[src/sv/cosg_pkg.sv]
`timescale 1ns / 1ps
// Shared types, constants and helpers for the circle outline segment generator.
package cosg_pkg;

  localparam int CoordW      = 20;
  localparam int RadiusW     = 18;
  localparam int VertexCountW = 7;
  localparam int CanvasW     = 14;
  localparam int ThickW      = 8;
  localparam int PhaseW      = 16;
  localparam int CoefW       = 16;
  localparam int CfgIdxW     = 2;
  localparam int CfgDataW    = 14;

  // Full turn on the phase scale; divided by the vertex count to get the step.
  localparam logic [PhaseW:0] FullTurn = 17'h1_0000;

  typedef logic signed [CoordW-1:0] coord_t;

  localparam coord_t CoordMax = 20'sh7FFFF;
  localparam coord_t CoordMin = 20'sh80000;

  typedef enum logic [CfgIdxW-1:0] {
    REG_CANVAS_WIDTH  = 2'd0,
    REG_CANVAS_HEIGHT = 2'd1,
    REG_LINE_WIDTH    = 2'd2
  } cfg_reg_e;

  typedef struct packed {
    logic signed [CoordW-1:0]  center_x;
    logic signed [CoordW-1:0]  center_y;
    logic [RadiusW-1:0]        radius;
    logic [VertexCountW-1:0]   vertex_count;
  } in_item_t;

  typedef struct packed {
    logic signed [CoordW-1:0] start_x;
    logic signed [CoordW-1:0] start_y;
    logic signed [CoordW-1:0] end_x;
    logic signed [CoordW-1:0] end_y;
    logic                     visible;
    logic [ThickW-1:0]        thickness;
    logic                     last;
  } out_item_t;

  // Saturate a one-bit-wider sum back to the coordinate range.
  function automatic coord_t sat_coord(input logic signed [CoordW:0] v);
    coord_t res;
    if (v[CoordW] != v[CoordW-1]) begin
      res = v[CoordW] ? CoordMin : CoordMax;
    end else begin
      res = v[CoordW-1:0];
    end
    return res;
  endfunction

endpackage

[src/sv/cosg_div.sv]
`timescale 1ns / 1ps
// Restoring divider, one quotient bit per cycle.
module cosg_div #(
  parameter int DIVIDEND_W = 17,
  parameter int DIVISOR_W  = 7
) (
  input  logic                  clk_i,
  input  logic                  rst_ni,
  input  logic                  start_i,
  input  logic [DIVIDEND_W-1:0] dividend_i,
  input  logic [DIVISOR_W-1:0]  divisor_i,
  output logic                  done_o,
  output logic [DIVIDEND_W-1:0] quot_o
);

  localparam int CntW = $clog2(DIVIDEND_W + 1);

  logic                  busy_q;
  logic                  done_q;
  logic [CntW-1:0]       cnt_q;
  logic [DIVISOR_W-1:0]  rem_q;
  logic [DIVIDEND_W-1:0] quo_q;
  logic [DIVISOR_W-1:0]  dvs_q;

  logic [DIVISOR_W:0]    shifted;
  logic [DIVISOR_W:0]    trial;
  logic                  ge;
  logic [DIVISOR_W-1:0]  rem_d;

  assign shifted = {rem_q, quo_q[DIVIDEND_W-1]};
  assign trial   = shifted - {1'b0, dvs_q};
  assign ge      = shifted >= {1'b0, dvs_q};
  assign rem_d   = ge ? trial[DIVISOR_W-1:0] : shifted[DIVISOR_W-1:0];

  always_ff @(posedge clk_i or negedge rst_ni) begin
    if (!rst_ni) begin
      busy_q <= 1'b0;
      done_q <= 1'b0;
      cnt_q  <= '0;
      rem_q  <= '0;
      quo_q  <= '0;
      dvs_q  <= '0;
    end else begin
      done_q <= busy_q && !start_i && (cnt_q == CntW'(1));
      if (start_i) begin
        busy_q <= 1'b1;
        cnt_q  <= CntW'(DIVIDEND_W);
        rem_q  <= '0;
        quo_q  <= dividend_i;
        dvs_q  <= divisor_i;
      end else if (busy_q) begin
        rem_q <= rem_d;
        quo_q <= {quo_q[DIVIDEND_W-2:0], ge};
        cnt_q <= cnt_q - CntW'(1);
        if (cnt_q == CntW'(1)) begin
          busy_q <= 1'b0;
        end
      end
    end
  end

  assign done_o = done_q;
  assign quot_o = quo_q;

endmodule

[src/sv/cosg_sine_rom.sv]
`timescale 1ns / 1ps
// Q1.15 sine table over one turn, built at elaboration, registered read.
module cosg_sine_rom #(
  parameter int DEPTH = 256
) (
  input  logic                            clk_i,
  input  logic [$clog2(DEPTH)-1:0]        addr_i,
  output logic signed [cosg_pkg::CoefW-1:0] data_o
);
  import cosg_pkg::*;

  // Quarter-wave symmetry plus an odd polynomial in Q16.
  function automatic logic signed [CoefW-1:0] sine_val(input int unsigned k);
    longint unsigned k4, q, m, xq, x, x2, t, s, mag;
    logic signed [CoefW-1:0] v;
    k4  = longint'(k % DEPTH) * 4;
    q   = k4 / DEPTH;
    m   = k4 - q * DEPTH;
    xq  = (m << 16) / DEPTH;
    x   = q[0] ? (65536 - xq) : xq;
    x2  = (x * x) >> 16;
    t   = (5223 * x2) >> 16;
    t   = 42334 - t;
    t   = (t * x2) >> 16;
    t   = 102944 - t;
    s   = (t * x) >> 16;
    mag = (s + 1) >> 1;
    if (mag > 32767) mag = 32767;
    v = CoefW'(mag);
    if (q >= 2) v = -v;
    return v;
  endfunction

  logic signed [CoefW-1:0] rom [DEPTH];
  logic signed [CoefW-1:0] data_q;

  for (genvar g = 0; g < DEPTH; g++) begin : g_rom
    assign rom[g] = sine_val(g);
  end

  always_ff @(posedge clk_i) begin
    data_q <= rom[addr_i];
  end

  assign data_o = data_q;

endmodule

[src/sv/cosg_scale.sv]
`timescale 1ns / 1ps
// Radius times table coefficient, rounded half away from zero back to 1/16 pixel.
module cosg_scale (
  input  logic                              clk_i,
  input  logic                              en_i,
  input  logic [cosg_pkg::RadiusW-1:0]      radius_i,
  input  logic signed [cosg_pkg::CoefW-1:0] coef_i,
  output logic [cosg_pkg::RadiusW-1:0]      mag_o,
  output logic                              neg_o
);
  import cosg_pkg::*;

  localparam int ProdW = RadiusW + CoefW - 1;

  logic [CoefW-2:0]   coef_mag;
  logic [ProdW-1:0]   prod;
  logic [ProdW:0]     rounded;
  logic [RadiusW-1:0] mag_q;
  logic               neg_q;

  // Table magnitude never exceeds 32767, so the negation fits.
  assign coef_mag = coef_i[CoefW-1] ? (CoefW-1)'(-coef_i) : coef_i[CoefW-2:0];
  assign prod     = ProdW'(radius_i) * ProdW'(coef_mag);
  assign rounded  = (ProdW+1)'(prod) + (ProdW+1)'(16384);

  always_ff @(posedge clk_i) begin
    if (en_i) begin
      mag_q <= rounded[15 +: RadiusW];
      neg_q <= coef_i[CoefW-1];
    end
  end

  assign mag_o = mag_q;
  assign neg_o = neg_q;

endmodule

[src/sv/circle_outline_segment_generator.sv]
`timescale 1ns / 1ps
// The step divider runs after a request transfer; then each vertex passes through the states
// S_INDEX, S_SIN_RD, S_SIN_MUL, S_X, S_COS_RD, S_COS_MUL, S_Y and S_VERT through the shared
// table lookup and multiplier, and S_CLOSE emits the closing segment. A request waits in
// S_VERT and S_CLOSE while the output register is full; one request at a time.
// Reset clears the sequencer and output valid and loads the canvas registers with
// 1920 x 1080 and line width 1; no memory clearing pass.
module circle_outline_segment_generator #(
  parameter int MAX_VERTICES     = 64,
  parameter int SINE_TABLE_DEPTH = 256,
  parameter int COORD_FRAC_BITS  = 4
) (
  input  logic                              clk_i,
  input  logic                              rst_ni,
  input  logic                              cfg_we_i,
  input  logic [cosg_pkg::CfgIdxW-1:0]      cfg_idx_i,
  input  logic [cosg_pkg::CfgDataW-1:0]     cfg_data_i,
  input  logic                              in_valid_i,
  output logic                              in_ready_o,
  input  cosg_pkg::in_item_t                in_item_i,
  output logic                              out_valid_o,
  input  logic                              out_ready_i,
  output cosg_pkg::out_item_t               out_item_o
);
  import cosg_pkg::*;

  localparam int NW      = $clog2(MAX_VERTICES + 1);
  localparam int CW      = $clog2(MAX_VERTICES);
  localparam int KW      = $clog2(SINE_TABLE_DEPTH);
  localparam int DBW     = $clog2(SINE_TABLE_DEPTH + 1);
  localparam int QUARTER = SINE_TABLE_DEPTH / 4;
  localparam int CLW     = (NW > VertexCountW) ? NW : VertexCountW;
  localparam int WW      = CanvasW + COORD_FRAC_BITS;
  localparam int CMPW    = (WW > CoordW - 1) ? WW : CoordW - 1;

  typedef enum logic [3:0] {
    S_IDLE, S_DIV, S_INDEX, S_SIN_RD, S_SIN_MUL, S_X,
    S_COS_RD, S_COS_MUL, S_Y, S_VERT, S_CLOSE
  } state_e;

  // configuration
  logic [CanvasW-1:0] canvas_w_q, canvas_h_q;
  logic [ThickW-1:0]  line_w_q;

  always_ff @(posedge clk_i or negedge rst_ni) begin
    if (!rst_ni) begin
      canvas_w_q <= CanvasW'(1920);
      canvas_h_q <= CanvasW'(1080);
      line_w_q   <= ThickW'(1);
    end else if (cfg_we_i) begin
      case (cfg_idx_i)
        REG_CANVAS_WIDTH:  canvas_w_q <= cfg_data_i;
        REG_CANVAS_HEIGHT: canvas_h_q <= cfg_data_i;
        REG_LINE_WIDTH:    line_w_q   <= cfg_data_i[ThickW-1:0];
        default: ;
      endcase
    end
  end

  state_e             state_q;
  logic [CW-1:0]      cnt_q;
  logic [NW-1:0]      n_q;
  logic [PhaseW-1:0]  phase_q;
  logic [PhaseW-1:0]  step_q;
  coord_t             center_x_q, center_y_q;
  logic [RadiusW-1:0] radius_q;
  logic [KW-1:0]      k_q;
  coord_t             x_q, y_q;
  coord_t             first_x_q, first_y_q, prev_x_q, prev_y_q;
  logic               first_on_q, prev_on_q;
  logic               out_valid_q;
  out_item_t          out_item_q;

  // request handshake and vertex count clamp
  logic           in_xfer;
  logic [CLW-1:0] vc_ext;
  logic [NW-1:0]  n_clamped;

  assign in_ready_o = (state_q == S_IDLE);
  assign in_xfer    = in_valid_i && in_ready_o;
  assign vc_ext     = CLW'(in_item_i.vertex_count);

  always_comb begin
    if (vc_ext == '0) begin
      n_clamped = NW'(1);
    end else if (vc_ext > CLW'(MAX_VERTICES)) begin
      n_clamped = NW'(MAX_VERTICES);
    end else begin
      n_clamped = NW'(vc_ext);
    end
  end

  // phase step = full turn / n
  logic              div_done;
  logic [PhaseW:0]   div_quot;

  cosg_div #(
    .DIVIDEND_W (PhaseW + 1),
    .DIVISOR_W  (NW)
  ) u_div (
    .clk_i      (clk_i),
    .rst_ni     (rst_ni),
    .start_i    (in_xfer),
    .dividend_i (FullTurn),
    .divisor_i  (n_clamped),
    .done_o     (div_done),
    .quot_o     (div_quot)
  );

  // table indexes for sine and cosine
  logic [PhaseW+DBW-1:0] k_prod;
  logic [KW-1:0]         k_next;
  logic [KW:0]           kc_sum;
  logic [KW:0]           kc_wrap;
  logic [KW-1:0]         kc;
  logic [KW-1:0]         rom_addr;
  logic signed [CoefW-1:0] rom_data;

  assign k_prod   = (PhaseW+DBW)'(phase_q) * (PhaseW+DBW)'(SINE_TABLE_DEPTH);
  assign k_next   = k_prod[PhaseW +: KW];
  assign kc_sum   = (KW+1)'(k_q) + (KW+1)'(QUARTER);
  assign kc_wrap  = kc_sum - (KW+1)'(SINE_TABLE_DEPTH);
  assign kc       = (kc_sum >= (KW+1)'(SINE_TABLE_DEPTH)) ? kc_wrap[KW-1:0] : kc_sum[KW-1:0];
  assign rom_addr = (state_q == S_COS_RD) ? kc : k_q;

  cosg_sine_rom #(
    .DEPTH (SINE_TABLE_DEPTH)
  ) u_rom (
    .clk_i  (clk_i),
    .addr_i (rom_addr),
    .data_o (rom_data)
  );

  // shared multiplier, once for sine and once for cosine
  logic               scale_en;
  logic [RadiusW-1:0] scale_mag;
  logic               scale_neg;

  assign scale_en = (state_q == S_SIN_MUL) || (state_q == S_COS_MUL);

  cosg_scale u_scale (
    .clk_i    (clk_i),
    .en_i     (scale_en),
    .radius_i (radius_q),
    .coef_i   (rom_data),
    .mag_o    (scale_mag),
    .neg_o    (scale_neg)
  );

  // x = cx - r*sin, y = cy + r*cos
  logic                    acc_sub;
  coord_t                  acc_base;
  logic signed [CoordW:0]  base_ext, p_ext, acc;
  coord_t                  acc_sat;

  assign acc_base = (state_q == S_X) ? center_x_q : center_y_q;
  assign acc_sub  = (state_q == S_X) ^ scale_neg;
  assign base_ext = (CoordW+1)'(acc_base);
  assign p_ext    = $signed((CoordW+1)'(scale_mag));
  assign acc      = acc_sub ? (base_ext - p_ext) : (base_ext + p_ext);
  assign acc_sat  = sat_coord(acc);

  // visibility of the current vertex, bounds inclusive
  logic [CMPW-1:0] w_ext, h_ext;
  logic            on_cur;

  assign w_ext  = CMPW'(canvas_w_q) << COORD_FRAC_BITS;
  assign h_ext  = CMPW'(canvas_h_q) << COORD_FRAC_BITS;
  assign on_cur = !x_q[CoordW-1] && !y_q[CoordW-1] &&
                  (CMPW'(x_q[CoordW-2:0]) <= w_ext) && (CMPW'(y_q[CoordW-2:0]) <= h_ext);

  logic [ThickW-1:0] thickness;
  logic              out_free;
  logic              last_vertex;
  logic              vert_done;
  logic              close_load;
  logic              out_load;

  assign thickness   = (line_w_q == '0) ? ThickW'(1) : line_w_q;
  assign out_free    = !out_valid_q || out_ready_i;
  assign last_vertex = (NW'(cnt_q) == (n_q - NW'(1)));
  // vertex 0 emits nothing; later vertices need the output register free
  assign vert_done   = (state_q == S_VERT) && ((cnt_q == '0) || out_free);
  assign close_load  = (state_q == S_CLOSE) && out_free;
  assign out_load    = (vert_done && (cnt_q != '0)) || close_load;

  always_ff @(posedge clk_i or negedge rst_ni) begin
    if (!rst_ni) begin
      state_q     <= S_IDLE;
      cnt_q       <= '0;
      n_q         <= '0;
      phase_q     <= '0;
      step_q      <= '0;
      center_x_q  <= '0;
      center_y_q  <= '0;
      radius_q    <= '0;
      k_q         <= '0;
      x_q         <= '0;
      y_q         <= '0;
      first_x_q   <= '0;
      first_y_q   <= '0;
      prev_x_q    <= '0;
      prev_y_q    <= '0;
      first_on_q  <= 1'b0;
      prev_on_q   <= 1'b0;
      out_valid_q <= 1'b0;
      out_item_q  <= '0;
    end else begin
      if (out_load) begin
        out_valid_q <= 1'b1;
      end else if (out_ready_i) begin
        out_valid_q <= 1'b0;
      end
      case (state_q)
        S_IDLE: begin
          if (in_valid_i) begin
            center_x_q <= in_item_i.center_x;
            center_y_q <= in_item_i.center_y;
            radius_q   <= in_item_i.radius;
            n_q        <= n_clamped;
            state_q    <= S_DIV;
          end
        end
        S_DIV: begin
          if (div_done) begin
            step_q  <= div_quot[PhaseW-1:0];
            state_q <= S_INDEX;
          end
        end
        S_INDEX: begin
          k_q     <= k_next;
          state_q <= S_SIN_RD;
        end
        S_SIN_RD:  state_q <= S_SIN_MUL;
        S_SIN_MUL: state_q <= S_X;
        S_X: begin
          x_q     <= acc_sat;
          state_q <= S_COS_RD;
        end
        S_COS_RD:  state_q <= S_COS_MUL;
        S_COS_MUL: state_q <= S_Y;
        S_Y: begin
          y_q     <= acc_sat;
          state_q <= S_VERT;
        end
        S_VERT: begin
          if (vert_done) begin
            if (cnt_q == '0) begin
              first_x_q  <= x_q;
              first_y_q  <= y_q;
              first_on_q <= on_cur;
            end else begin
              out_item_q.start_x   <= prev_x_q;
              out_item_q.start_y   <= prev_y_q;
              out_item_q.end_x     <= x_q;
              out_item_q.end_y     <= y_q;
              out_item_q.visible   <= prev_on_q || on_cur;
              out_item_q.thickness <= thickness;
              out_item_q.last      <= 1'b0;
            end
            prev_x_q  <= x_q;
            prev_y_q  <= y_q;
            prev_on_q <= on_cur;
            phase_q   <= phase_q + step_q;
            if (last_vertex) begin
              cnt_q   <= '0;
              state_q <= S_CLOSE;
            end else begin
              cnt_q   <= cnt_q + CW'(1);
              state_q <= S_INDEX;
            end
          end
        end
        S_CLOSE: begin
          if (close_load) begin
            out_item_q.start_x   <= prev_x_q;
            out_item_q.start_y   <= prev_y_q;
            out_item_q.end_x     <= first_x_q;
            out_item_q.end_y     <= first_y_q;
            out_item_q.visible   <= prev_on_q || first_on_q;
            out_item_q.thickness <= thickness;
            out_item_q.last      <= 1'b1;
            phase_q              <= '0;
            state_q              <= S_IDLE;
          end
        end
        default: state_q <= S_IDLE;
      endcase
    end
  end

  assign out_valid_o = out_valid_q;
  assign out_item_o  = out_item_q;

  a_idle_clean: assert property (@(posedge clk_i) disable iff (!rst_ni)
    in_ready_o |-> (cnt_q == '0) && (phase_q == '0))
    else $error("vertex counter or phase not cleared between requests");

  a_cnt_in_range: assert property (@(posedge clk_i) disable iff (!rst_ni)
    !in_ready_o |-> (NW'(cnt_q) < n_q))
    else $error("vertex counter beyond vertex count");

  a_div_done_state: assert property (@(posedge clk_i) disable iff (!rst_ni)
    div_done |-> (state_q == S_DIV))
    else $error("divider finished outside the divide step");

  a_close_to_idle: assert property (@(posedge clk_i) disable iff (!rst_ni)
    close_load |=> in_ready_o && out_valid_o && out_item_o.last)
    else $error("closing segment transfer did not end the request");

endmodule

[config.mk]
export PLATFORM = sky130hd
export DESIGN_NAME = circle_outline_segment_generator
export DESIGN_NICKNAME = d
export VERILOG_FILES = /design/src/sv/cosg_pkg.sv /design/src/sv/cosg_div.sv /design/src/sv/cosg_sine_rom.sv /design/src/sv/cosg_scale.sv /design/src/sv/circle_outline_segment_generator.sv
export SDC_FILE = /design/constraint.sdc
export NUM_CORES = 2
export LEC_CHECK = 0
export BUFFER_PORTS_ARGS = -buffer_cell sky130_fd_sc_hd__buf_2
export CAP_MARGIN = 20
export CORE_UTILIZATION = 54
export DETAILED_ROUTE_END_ITERATION = 10
export PLACE_DENSITY = 0.75
export SLEW_MARGIN = 30
export SYNTH_ARGS = -nofsm -noshare
export SYNTH_HDL_FRONTEND = slang
export SYNTH_SLANG_ARGS = --single-unit
[constraint.sdc]
create_clock -name clk_i -period 21.5 [get_ports clk_i]
set_input_delay 3.225 -clock clk_i [delete_from_list [all_inputs] [get_ports clk_i]]
set_output_delay 3.225 -clock clk_i [all_outputs]
set_load 0.05 [all_outputs]
==> out/metrics.cfg <==
[yosys]
synth_fp_nets=4179
synth_seq_area_share_pct=32.92
post_synth_main_area_contributors=sky130_fd_sc_hd__dfrtp_1 29%, sky130_fd_sc_hd__fa_1 13%, sky130_fd_sc_hd__nand2_1 8.7%
synth_compound_area_share_pct=13.55
yosys_warnings=0
syn-cell-area_mm2=0.03277
largest_family_of_logic_cells_by_synthesized_area=adder cells
ys_top_cells_by_count=760 x sky130_fd_sc_hd__nand2_1, 386 x sky130_fd_sc_hd__dfrtp_1, 301 x sky130_fd_sc_hd__inv_1, 223 x sky130_fd_sc_hd__o21ai_0, 214 x sky130_fd_sc_hd__nor2_1
synthesis.instances=3679
simple_gate_portion_of_the_synthesized_area_pct=17.42
post-synth-top-area-fraction_pct=29.48
syn_area_per_cell_um2=8.907
ys_async_sr_fraction_pct=91.86
yosys.area_share.xor_xnor_pct=2.589
muxShareOfSynthArea_pct=6.831
synth.lib_cells_used.distinct=83
synth_top_flop_cell=sky130_fd_sc_hd__dfrtp_1
synth.largest_area_cell=sky130_fd_sc_hd__dfrtp_1
synth-edff-count=19
yosys_register_bits=430
synth.most_common_cell=sky130_fd_sc_hd__nand2_1
post_synth_fa_ha_maj_area_fraction_pct=20.72

[placement]
post-place-cells=4465
io_buffer_count=177
dp_hpwl_um=67040
gp_congestion=1.019

[setup_path]
worstReg2RegStart=u_rom.data_o[0]
regToRegEndpoint=u_scale.mag_o[15]
timing.critical_path.slowest_cell_delay_ns=0.76
cp_data_arrival_time_ns=8.54
crit_path_slowest_cell=sky130_fd_sc_hd__dfxtp_1
setup.worst_path.class=reg -> reg
r2r_setup_slack_ns=13.29
ff2ff_path_depth=25
cp_max_fo=19
cp.buffers_inverters=5
worst_path_most_repeated_cell=sky130_fd_sc_hd__fa_1
worst_setup_path_end_kind=flop
family_with_the_most_delay_on_the_worst_path=adder cells
worst-endpoint-required_ns=21.83
critPathLaunchType=flop

[floorplanning]
die_w_um=248.3
initial_utilization_pct=55.10
dieHeight_um=248.3
core_region_area_mm2=0.05946
design.die.area_mm2=0.06167
boundaryPins=178
num_rows=89

[routing]
drc=0
drt_wl_total_um=93740
num_vias=27280
per_cell_via_count_in_the_routed_design=5.989
number_of_violations_reported_at_the_end_of_detailed_routing_iteration_0=2660
wire_per_inst_um=20.58
postRouteAntennaNets=0
drt_pre_antenna_iters=8

[timing]
max_freq_mhz=121.7
period_minus_slack_ns=8.215
setup_viol_count_final=0
final.period_utilization_pct=38.21
timing.clock.skew_ns=0.04076
slew_violations=0
timing.slew.headroom_pct=36.80
fin_tns_setup_ns=0
tightest_slew_ns=0.9362
rsz0062_at_grt=false
timing_hold_violations_final=0

[grt]
vias_in_the_first_global_route=26630
grt_first_pass_wirelength_um=148400
overflow=0
global_route.usage.total_pct=30.82
antenna_found_initial=3
grt_start_max_net_pins=117

[finish]
nFillCells=5103
seq_area_mm2=0.01080
antenna_cells=0
finalCoreUtilization_pct=60.54
layout.nets=4243
multi_input_logic_area_mm2=0.02017
layout_area_growth_over_synthesis_pct=9.870
final_layout_size_suffix_gt1_share_pct=13.27
instances_no_fill=4555

[flow_run]
drv.max_cap_violation_count=0

[cts]
post_cts_hold_buffer_count=0
post_cts_setup_buffer_count=0
clk_root_buffer_cell=sky130_fd_sc_hd__clkbuf_16
cts_clock_pin_slew_for_the_worst_setup_and_hold_paths_ns=0.06
clkLatencyLatePin_ns=0.61
cts.htree.levels=2
clkSinkCount=430
tritoncts=done
cts-buffers-inserted=47
cts.path.max_buffers=3
cts.repair.resized=0

[min_path]
min_path_type=reg -> reg
hold_depth=2
hold_ep=center_x_q[19]
timing.hold.worst.start=center_x_q[19]

[status]
run_status=finished, final reports clean

cells by family (layout without fill, tap and decap cells):
| logic type | after synthesis | in the layout |
|---|---|---|
| adders and majority gates | 418 | 418 |
| xor gates and xnor gates | 96 | 96 |
| buffers and inverters | 518 | 621 |
| and+or+nand+nor | 1309 | 1309 |
| muxes | 197 | 197 |
| DFF | 430 | 430 |
| AOI/OAI and AO/OA | 711 | 711 |
metrics by stage:
stage                     cell area [um^2]  worst slack [ns]  hold slack, ns
after floorplan                      32770             13.74          0.4401
after global placement               34290             13.29          0.4558
after detailed placement             34300             13.09          0.4607
after CTS                            35900             13.06          0.4776
after global routing                 36000             12.84          0.4968
final                                36000             13.29          0.4747
layout by cell type (no fill, tap or decap), drive strengths merged, types with 62 or more instances in the layout:
master	instances
fa	209
clkbuf	62
buf	228
and2	111
ha	205
nand2	760
o21ai	229
inv	307
nor2	218
a21oi	179
dfrtp	386
mux2	133
layer usage:
metal	global-route usage, %	vias to the layer above	share of wire [%]
met2	49.13	1284	46
met3	6.173	292	9.1
met1	40.64	13180	40
met4	13.68	2	4.7
li1	-	12520	-
met5	0	-	0.019
area by class of cell:
| class | instances | share of cell area, % |
|---|---|---|
| tap | 773 | 2.686 |
| sequential | 430 | 29.99 |
| clock inverter | 26 | 0.7715 |
| inverter | 305 | 3.180 |
| multi-input combinational | 2731 | 56.02 |
| clock buffer | 62 | 3.673 |
| timing repair buffer | 228 | 3.684 |
tightest hold or removal path: stages, from the launching register on:
cell	delay [ns]
sky130_fd_sc_hd__dfrtp_1	0.34
sky130_fd_sc_hd__nand2_1	0.05
sky130_fd_sc_hd__nand2_1	0.05
state kept, by name, summed over array words and instances (netlist names), 5 cells and up:
signal	count
canvas_h_q	14
canvas_w_q	14
center_x_q	20
center_y_q	20
cnt_q	6
first_x_q	20
first_y_q	20
k_q	8
line_w_q	8
n_q	7
out_item_o	90
phase_q	16
prev_x_q	20
prev_y_q	20
radius_q	18
step_q	16
u_div.cnt_q	5
u_div.quot_o	17
u_div.rem_q	7
u_rom.data_o	16
u_scale.mag_o	18
x_q	20
y_q	20
how the worst max path moves through the flow:
stage	startpoint	to	slack, ns	cells past startpoint
2_1_floorplan	u_rom.data_o[0]	u_scale.mag_o[17]	13.74	31
3_3_place_gp	u_rom.data_o[0]	u_scale.mag_o[17]	13.29	26
3_5_place_dp	u_rom.data_o[0]	u_scale.mag_o[15]	13.09	26
4_1_cts	u_rom.data_o[0]	u_scale.mag_o[15]	13.06	26
5_1_grt	u_rom.data_o[0]	u_scale.mag_o[17]	12.84	24
6_report	u_rom.data_o[0]	u_scale.mag_o[15]	13.29	25
Power is not shown: default switching activity piles up to over one toggle a cycle in this logic, so the estimate is an artifact.
